`src/sv/acu_pkg.sv`:
```
package acu_pkg;

    typedef enum logic [2:0] {
        OP_ADD   = 3'd0,
        OP_SUB   = 3'd1,
        OP_MUL   = 3'd2,
        OP_DIV   = 3'd3,
        OP_UNDO  = 3'd4
    } t_op;

    typedef enum logic [2:0] {
        ST_OK       = 3'd0,
        ST_DIV_REF  = 3'd1,
        ST_UNDO_MT  = 3'd2,
        ST_FULL     = 3'd3,
        ST_BAD_OP   = 3'd4,
        ST_SAT      = 3'd5
    } t_status;

    localparam logic [63:0] POS_MAX = 64'h7FFF_FFFF_FFFF_FFFF;
    localparam logic [63:0] NEG_MAG = 64'h8000_0000_0000_0000;

endpackage

```
`src/sv/acu_muldiv.sv`:
```
module acu_muldiv
    import acu_pkg::*;
#(
    parameter int FRACTION_BITS = 32
) (
    input  logic         i_clk,
    input  logic         i_rst_n,
    input  logic         i_start,
    input  logic         i_div,
    input  logic [63:0]  i_a,
    input  logic [63:0]  i_b,
    output logic         o_done,
    output logic [127:0] o_mag
);

    localparam int CW = 7;

    logic         r_busy, n_busy;
    logic         r_done, n_done;
    logic         r_div, n_div;
    logic [CW-1:0] r_cnt, n_cnt;
    logic [127:0] r_acc, n_acc;
    logic [127:0] r_num, n_num;
    logic [64:0]  r_rem, n_rem;
    logic [63:0]  r_b, n_b;
    logic [64:0]  rem_sh;
    logic [127:0] a_wide;

    always_comb begin
        n_busy = r_busy;
        n_done = 1'b0;
        n_div  = r_div;
        n_cnt  = r_cnt;
        n_acc  = r_acc;
        n_num  = r_num;
        n_rem  = r_rem;
        n_b    = r_b;
        rem_sh = {r_rem[63:0], r_num[127]};
        a_wide = {64'd0, i_a};
        if (i_start) begin
            n_busy = 1'b1;
            n_div  = i_div;
            n_cnt  = '0;
            n_acc  = '0;
            n_rem  = '0;
            n_b    = i_b;
            n_num  = i_div ? (a_wide << FRACTION_BITS) : a_wide;
        end else if (r_busy) begin
            if (r_div) begin
                n_num = {r_num[126:0], 1'b0};
                if (rem_sh >= {1'b0, r_b}) begin
                    n_rem = rem_sh - {1'b0, r_b};
                    n_acc = {r_acc[126:0], 1'b1};
                end else begin
                    n_rem = rem_sh;
                    n_acc = {r_acc[126:0], 1'b0};
                end
                n_cnt = r_cnt + 1'b1;
                if (r_cnt == CW'(127)) begin
                    n_busy = 1'b0;
                    n_done = 1'b1;
                end
            end else begin
                n_acc = r_acc + (r_b[0] ? r_num : 128'd0);
                n_num = {r_num[126:0], 1'b0};
                n_b   = {1'b0, r_b[63:1]};
                n_cnt = r_cnt + 1'b1;
                if (r_cnt == CW'(63)) begin
                    n_busy = 1'b0;
                    n_done = 1'b1;
                end
            end
        end
    end

    always_ff @(posedge i_clk) begin
        if (!i_rst_n) begin
            r_busy <= 1'b0;
            r_done <= 1'b0;
        end else begin
            r_busy <= n_busy;
            r_done <= n_done;
        end
        r_div <= n_div;
        r_cnt <= n_cnt;
        r_acc <= n_acc;
        r_num <= n_num;
        r_rem <= n_rem;
        r_b   <= n_b;
    end

    assign o_done = r_done;
    assign o_mag  = r_div ? r_acc : (r_acc >> FRACTION_BITS);

endmodule

```
`config.mk`:
```
export PLATFORM = sky130hd
export DESIGN_NAME = acu_muldiv
export DESIGN_NICKNAME = d
export VERILOG_FILES = /design/src/sv/acu_pkg.sv /design/src/sv/acu_muldiv.sv
export SDC_FILE = /design/constraint.sdc
export NUM_CORES = 1
export LEC_CHECK = 0
export BUFFER_PORTS_ARGS = -buffer_cell sky130_fd_sc_hd__buf_2
export CAP_MARGIN = 20
export CELL_PAD_IN_SITES_DETAIL_PLACEMENT = 0
export CELL_PAD_IN_SITES_GLOBAL_PLACEMENT = 1
export CORE_UTILIZATION = 30
export CTS_BUF_LIST = sky130_fd_sc_hd__clkbuf_16
export CTS_CLUSTER_SIZE = 40
export DETAILED_ROUTE_END_ITERATION = 8
export GPL_TIMING_DRIVEN = 0
export PLACE_DENSITY_LB_ADDON = 0.1
export SYNTH_ARGS = -nofsm -noshare
export SYNTH_HDL_FRONTEND = slang
export SYNTH_SLANG_ARGS = --single-unit
```
`constraint.sdc`:
```
create_clock -name i_clk -period 5.2 [get_ports i_clk]
set_clock_uncertainty 0.2 [all_clocks]
set_input_delay 0.52 -clock i_clk [delete_from_list [all_inputs] [get_ports i_clk]]
set_output_delay 0.52 -clock i_clk [all_outputs]
set_load 0.1 [all_outputs]
```
==> run_results.csv, run 1 <==
group,metric,value,unit
place,gp_congestion,0.969,
worst_setup_path,arrival,5420,ps
routing,wirelength,157000,um
routing,via_per_inst,5.47,
logic_synthesis,syn_nets,4384,
finish,synthToLayoutAreaGrowth,19.5,%
die,die_h,325,um
die,row_count,118,
clocking,cts_tree,"yes",
finish,final_common_cell,"nand2_1",
global_route,groute.usage.overall,0.288,
die,initial_core_util,0.303,
logic_synthesis,synth_area_leaders,"edfxtp_1 (18%), dfxtp_1 (13%), ha_1 (7.7%)",
worst_setup_path,startpoint_type,"primary input",
run,max-cap-violations,0,
die,core,104000,sq um
worst_setup_path,required,5490,ps
logic_synthesis,yosys.area.top_type,"edfxtp_1",
min_path,hp-class,"primary input to flop",
logic_synthesis,ys_seq_area_frac,0.313,
pwr,vdd.ir_drop.worst,0.260,mV
pwr,p_leak,15.3,nW
clocking,numCtsBuffers,53,
worst_setup_path,slowest_delay,930,ps
clocking,cts-root-buf,"clkbuf_16",
sta,slew_violations,0,
sta,slew_headroom,0.182,
clocking,htree_levels,2,
worst_setup_path,cp-end-kind,"flop",
min_path,whs_path_depth,3,
finish,drive_above_1_share,0.110,
clocking,clkSinkCount,394,
worst_setup_path,path_class,"primary input to flop",
routing,ant_nets,0,
global_route,antenna_found_initial,8,
logic_synthesis,synthCells,4057,
clocking,clkLatencyLatePin,680,ps
die,die_x,325,um
global_route,overflow,0,
routing,num_vias,32200,
sta,finalSetupTns,0,ps
place,hpwl,128000,um
worst_setup_path,cp_common_cell,"clkbuf_1",
pwr,powerDensity,302,nW/um^2
finish,fillerInstances,11200,
worst_setup_path,cp_slowest_cell,"clkbuf_1",
logic_synthesis,ys_types,80,
logic_synthesis,synth.avg_cell_area,7.73,sq um
pwr,power,0.0113,W
sta,min_period,5130,ps
worst_setup_path,reg2reg_depth,16,
logic_synthesis,yosysTopAreaCellShare,0.185,
global_route,grt_pass1_vias,31300,
global_route,grt_pass1_wl,223000,um
finish,final_cell_mix,"nand2_1 (425), o21ai_0 (415), nor2_1 (391), a21oi_1 (317), buf_2 (284)",
finish,nNetsFinal,4788,
logic_synthesis,async_flop_share,0,
worst_setup_path,worstPathCellList,"dlygate4sd3_1, buf_2, clkbuf_1, clkbuf_1, clkbuf_1, clkbuf_1, clkbuf_1, o22ai_1",
place,portBuffers,260,
sta,worst_pin_slew,1230,ps
logic_synthesis,synth-main-ff-cell,"dfxtp_1",
routing,first_pass_iters,7,
clocking,clk_pin_slew,60,ps
global_route,grt_max_degree,59,
worst_setup_path,cp_top_family,"buffers and inverters",
routing,drc,0,
sta,fin_crit_sh,0.986,
logic_synthesis,ys_warn_count,0,
logic_synthesis,synth_area,31400,sq um
worst_setup_path,critPathBufInv,7,
sta,fmax,195,MHz
logic_synthesis,ys_ff_latch,394,
die,pin_count,261,
worst_setup_path,crit_cells,8,
sta,finalSetupViolCount,0,
worst_setup_path,path_max_fanout,10,
routing,drt_iter0_markers,2837,
die,die_area,106000,sq um
routing,wl_per_cell,26.7,um
clocking,clock_path_buffers,3,
sta,hold_viol_final,0,
logic_synthesis,synth_edf_count,193,
run_status,outcome,"finished, final reports clean",
==> cell families (layout without fill, tap and decap cells) <==
logic type               count (synthesis)  in the layout  share of synthesized area
multiplexers                           101            101                     0.0333
buffers and inverters                  512            961                     0.0637
other                                    0              2                          0
adder cells (fa/ha/maj)                195            195                     0.0782
XOR/XNOR                               173            173                     0.0483
flip-flops                             394            394                      0.313
AO/OA/AOI/OAI                         1282           1282                      0.252
AND/OR/NAND/NOR                       1400           1400                      0.211
==> synthesized netlist by cell type, types with 98 or more instances <==
master      n
edfxtp_1  193
nor3_1     98
dfxtp_1   201
inv_1     258
a21o_1    100
nor2_1    393
ha_1      193
o21ai_0   421
a21oi_1   326
and2_1    170
nand2_1   426
clkbuf_1  210
==> cell type report <==
cell class	instances	area, sq um	area share
tap	1380	1730	0.0460
timing repair buffer	357	2320	0.0618
clock buffer	53	1330	0.0354
inverter	258	968	0.0258
antenna	2	5.00	0.000133
clock inverter	47	393	0.0105
buffer	246	1020	0.0273
multi-input combinational	3151	19900	0.531
sequential	394	9820	0.262
==> per-layer routing <==
metal / track usage / vias to the layer above / part of all wire
met5: 0 / - / 0
met4: 0.102 / 0 / 0.038
met3: 0.0309 / 211 / 0.051
met2: 0.481 / 1015 / 0.46
met1: 0.383 / 15700 / 0.45
li1: - / 15300 / -
==> path summary, 6_finish.rpt <==
path	from	end	slack, ps
worst min register to register	r_rem[1]	r_rem[1]	290
worst max-delay path	i_start	r_acc[100]	70
worst max register to register	r_b[0]	r_acc[110]	110
worst min-delay path	i_a[21]	r_num[21]	10
==> flip-flops by register name, indices dropped and copies added (netlist names) <==
name	count
o_done	1
r_acc	128
r_b	64
r_busy	1
r_cnt	7
r_div	1
r_num	128
r_rem	64
==> stage by stage <==
stage / setup slack [ps] / utilization / instance area [sq um] / hold slack [ps] / instances
3_5_place_dp: -1830 / 0.333 / 34500 / 279 / 5703
4_1_cts: 11.7 / 0.361 / 37400 / 0.978 / 5884
2_1_floorplan: 986 / - / 31400 / 250 / 4057
6_report: 70.9 / 0.362 / 37500 / 14.8 / 5888
5_1_grt: -4.03 / 0.362 / 37500 / 26.2 / 5886
3_3_place_gp: -1840 / 0.332 / 34400 / 270 / 5697
==> what timing repair did <==
| item | 4_1_cts | 5_1_grt |
|---|---|---|
| pin swaps | 5 | 8 |
| hold buffers | 82 | 0 |
| endpoints found under the hold margin | 83 | 0 |
| setup endpoints to repair | 104 | 29 |
| setup buffers | 5 | 4 |
| resized for setup | 53 | 28 |
==> where the power goes <==
group / switching (W) / total [W] / internal (W)
logic: 0.00263 / 0.00368 / 0.00105
clock network: 0.00162 / 0.00377 / 0.00215
registers: 0.000291 / 0.00385 / 0.00356
==> worst register-to-register path: stages (launching register included) <==
cell and delay, ps:
edfxtp_1 440, clkbuf_8 240, clkbuf_2 220, and2_1 270, ha_1 430, and4_1 270, and2b_1 240, o311ai_4 180
a21oi_4 350, a31oi_4 180, or3_1 410, nand2_1 270, a41oi_4 250, o21ai_1 360, a21boi_0 190, xnor2_1 310
o22ai_1 120
(Power assumes the default switching activity.)
==> inputs of run 2 (changes only) <==
--- a/config.mk
+++ b/config.mk
@@ -9,7 +9,7 @@
 export CAP_MARGIN = 20
 export CELL_PAD_IN_SITES_DETAIL_PLACEMENT = 0
 export CELL_PAD_IN_SITES_GLOBAL_PLACEMENT = 1
-export CORE_UTILIZATION = 30
+export CORE_UTILIZATION = 46
 export CTS_BUF_LIST = sky130_fd_sc_hd__clkbuf_16
 export CTS_CLUSTER_SIZE = 40
 export DETAILED_ROUTE_END_ITERATION = 8
==> constraint.sdc (replaced) <==
create_clock -name i_clk -period 4.9 [get_ports i_clk]
set_clock_uncertainty 0.2 [all_clocks]
set_input_delay 0.49 -clock i_clk [delete_from_list [all_inputs] [get_ports i_clk]]
set_output_delay 0.49 -clock i_clk [all_outputs]
set_load 0.1 [all_outputs]
==> run 2 against run 1 <==
Sequential power increased by 5.7%. Register-to-register slack worse by 50 ps. Cell count down 8.4%. Sequential share of layout area up 0.34 points. Critical path depth fell by 2. Setup slack lost 50 ps. Worst hold slack got worse by 9.3 ps. Wire length shrank 11%. Die area decreased by 35%. Critical path type is now flop to output pin. Largest cell class unchanged. Largest power group unchanged. Highest routed layer unchanged.
==> run_results.csv, run 2 (synthesis results as in run 1) <==
group,metric,value,unit
sta,finalSetupViolCount,0,
routing,wirelength,140000,um
finish,final_cells,5394,
place,dp_slack,-1750,ps
global_route,groute.usage.overall,0.391,
sta,slew_violations,0,
pwr,vdd.ir_drop.worst,0.294,mV
run_status,outcome,"finished, final reports clean",
sta,slew_headroom,0.220,
routing,num_vias,33000,
clocking,numCtsBuffers,49,
routing,via_per_inst,6.12,
worst_setup_path,startpoint_type,"flop",
min_path,hp-class,"primary input to flop",
die,pin_count,261,
sta,min_period,4880,ps
clocking,clkSinkCount,394,
clocking,htree_levels,2,
finish,drive_above_1_share,0.117,
die,initial_core_util,0.466,
pwr,power,0.0115,W
sta,rsz0062_at_grt,"yes",
sta,fin_crit_sh,0.996,
place,portBuffers,260,
clocking,clk_pin_slew,60,ps
sta,worst_pin_slew,1170,ps
finish,largestRegisters,"r_acc x128, r_num x128",
routing,drc,0,
worst_setup_path,required,4210,ps
global_route,grt_pass1_vias,31100,
global_route,overflow,0,
clocking,clkLatencyLatePin,630,ps
clocking,cts-root-buf,"clkbuf_16",
routing,wl_per_cell,25.9,um
sta,hold_viol_final,0,
sta,finalSetupTns,0,ps
routing,first_pass_iters,6,
sta,setup_ws,20.4,ps
die,die_x,263,um
sta,fmax,205,MHz
finish,final_cell_mix,"nand2_1 (424), o21ai_0 (411), nor2_1 (389), a21oi_1 (313), buf_2 (284)",
die,die_area,69300,sq um
finish,fin_util,0.550,
die,core,67300,sq um
finish,synthToLayoutAreaGrowth,18.0,%
worst_setup_path,path_max_fanout,10,
worst_setup_path,path_class,"flop to output pin",
global_route,antenna_found_initial,4,
place,dp_cells,5196,
die,row_count,95,
global_route,grt_max_degree,70,
place,gp_congestion,1.05,
worst_setup_path,cp-end-kind,"output pin",
die,die_h,263,um
pwr,powerDensity,309,nW/um^2
finish,final_common_cell,"nand2_1",
clocking,clock_path_buffers,3,
pwr,p_leak,15.4,nW
run,max-cap-violations,0,
global_route,grt_pass1_wl,203000,um
worst_setup_path,arrival,4190,ps
routing,drt_iter0_markers,3482,
place,hpwl,112000,um
routing,ant_nets,0,
clocking,cts_tree,"yes",
finish,nNetsFinal,4807,
-- run 2: cell count changes in the layout (fill, tap and decap cells not counted), sizes merged --
| cell | change |
|---|---|
| buf | +11 |
| bufinv | -6 |
| clkbuf | +4 |
| clkinv | +3 |
| diode | -1 |
| dlygate4sd3 | +8 |
| inv | -6 |
-- run 2: path summary, 6_finish.rpt --
path | from | end | slack, ps | cells past startpoint
min | i_a[20] | r_num[20] | 6 | 3
min reg2reg | r_rem[54] | r_rem[54] | 290 | 2
max | r_div | o_mag[52] | 20 | 6
max reg2reg | r_b[0] | r_acc[126] | 60 | 17
-- run 2: stage by stage --
| stage | hold slack (ps) | area, sq um |
|---|---|---|
| 4_1_cts | 0.780 | 36700 |
| 6_report | 5.54 | 37000 |
| 3_5_place_dp | 280 | 33900 |
| 3_3_place_gp | 272 | 33800 |
| 5_1_grt | 21.7 | 37000 |
| 2_1_floorplan | 250 | 31400 |
-- run 2: worst max-delay path, stage by stage, from the launching register on --
cell and delay [ps]:
edfxtp_1 480, clkbuf_1 670, clkbuf_1 540, clkbuf_1 780, nand2_1 190, o21ai_0 330, buf_2 550
-- run 2: routing by layer --
| metal | up-vias | routed length (um) | track usage | part of all wire |
|---|---|---|---|---|
| met5 | - | 0 | 0 | 0 |
| met4 | 0 | 7340 | 0.190 | 0.053 |
| met3 | 335 | 12300 | 0.0569 | 0.088 |
| met2 | 1635 | 62600 | 0.626 | 0.45 |
| met1 | 15700 | 57500 | 0.516 | 0.41 |
| li1 | 15300 | - | - | - |
-- run 2: final cells by class --
cell class                      count  area [sq um]
Antenna cell                        1          2.50
Buffer                            249          1030
Clock buffer                       53          1330
Clock inverter                     38           206
Fill cell                        6591         30200
Inverter                          258           968
Multi-Input combinational cell   3151         20100
Sequential cell                   394          9820
Tap cell                          873          1090
Timing Repair Buffer              377          2520
-- run 2: timing repair --
| action | 4_1_cts | 5_1_grt |
|---|---|---|
| endpoints found under the hold margin | 91 | 0 |
| resized for setup | 62 | 51 |
| hold buffers | 90 | 0 |
| endpoints found under the setup margin | 105 | 53 |
| pin swaps | 8 | 15 |
| setup buffers | 5 | 16 |
-- run 2: power breakdown --
part	internal [W]	total, W	switching [W]
Sequential	0.00378	0.00407	0.000293
Clock	0.00195	0.00353	0.00158
Combinational	0.00113	0.00385	0.00272
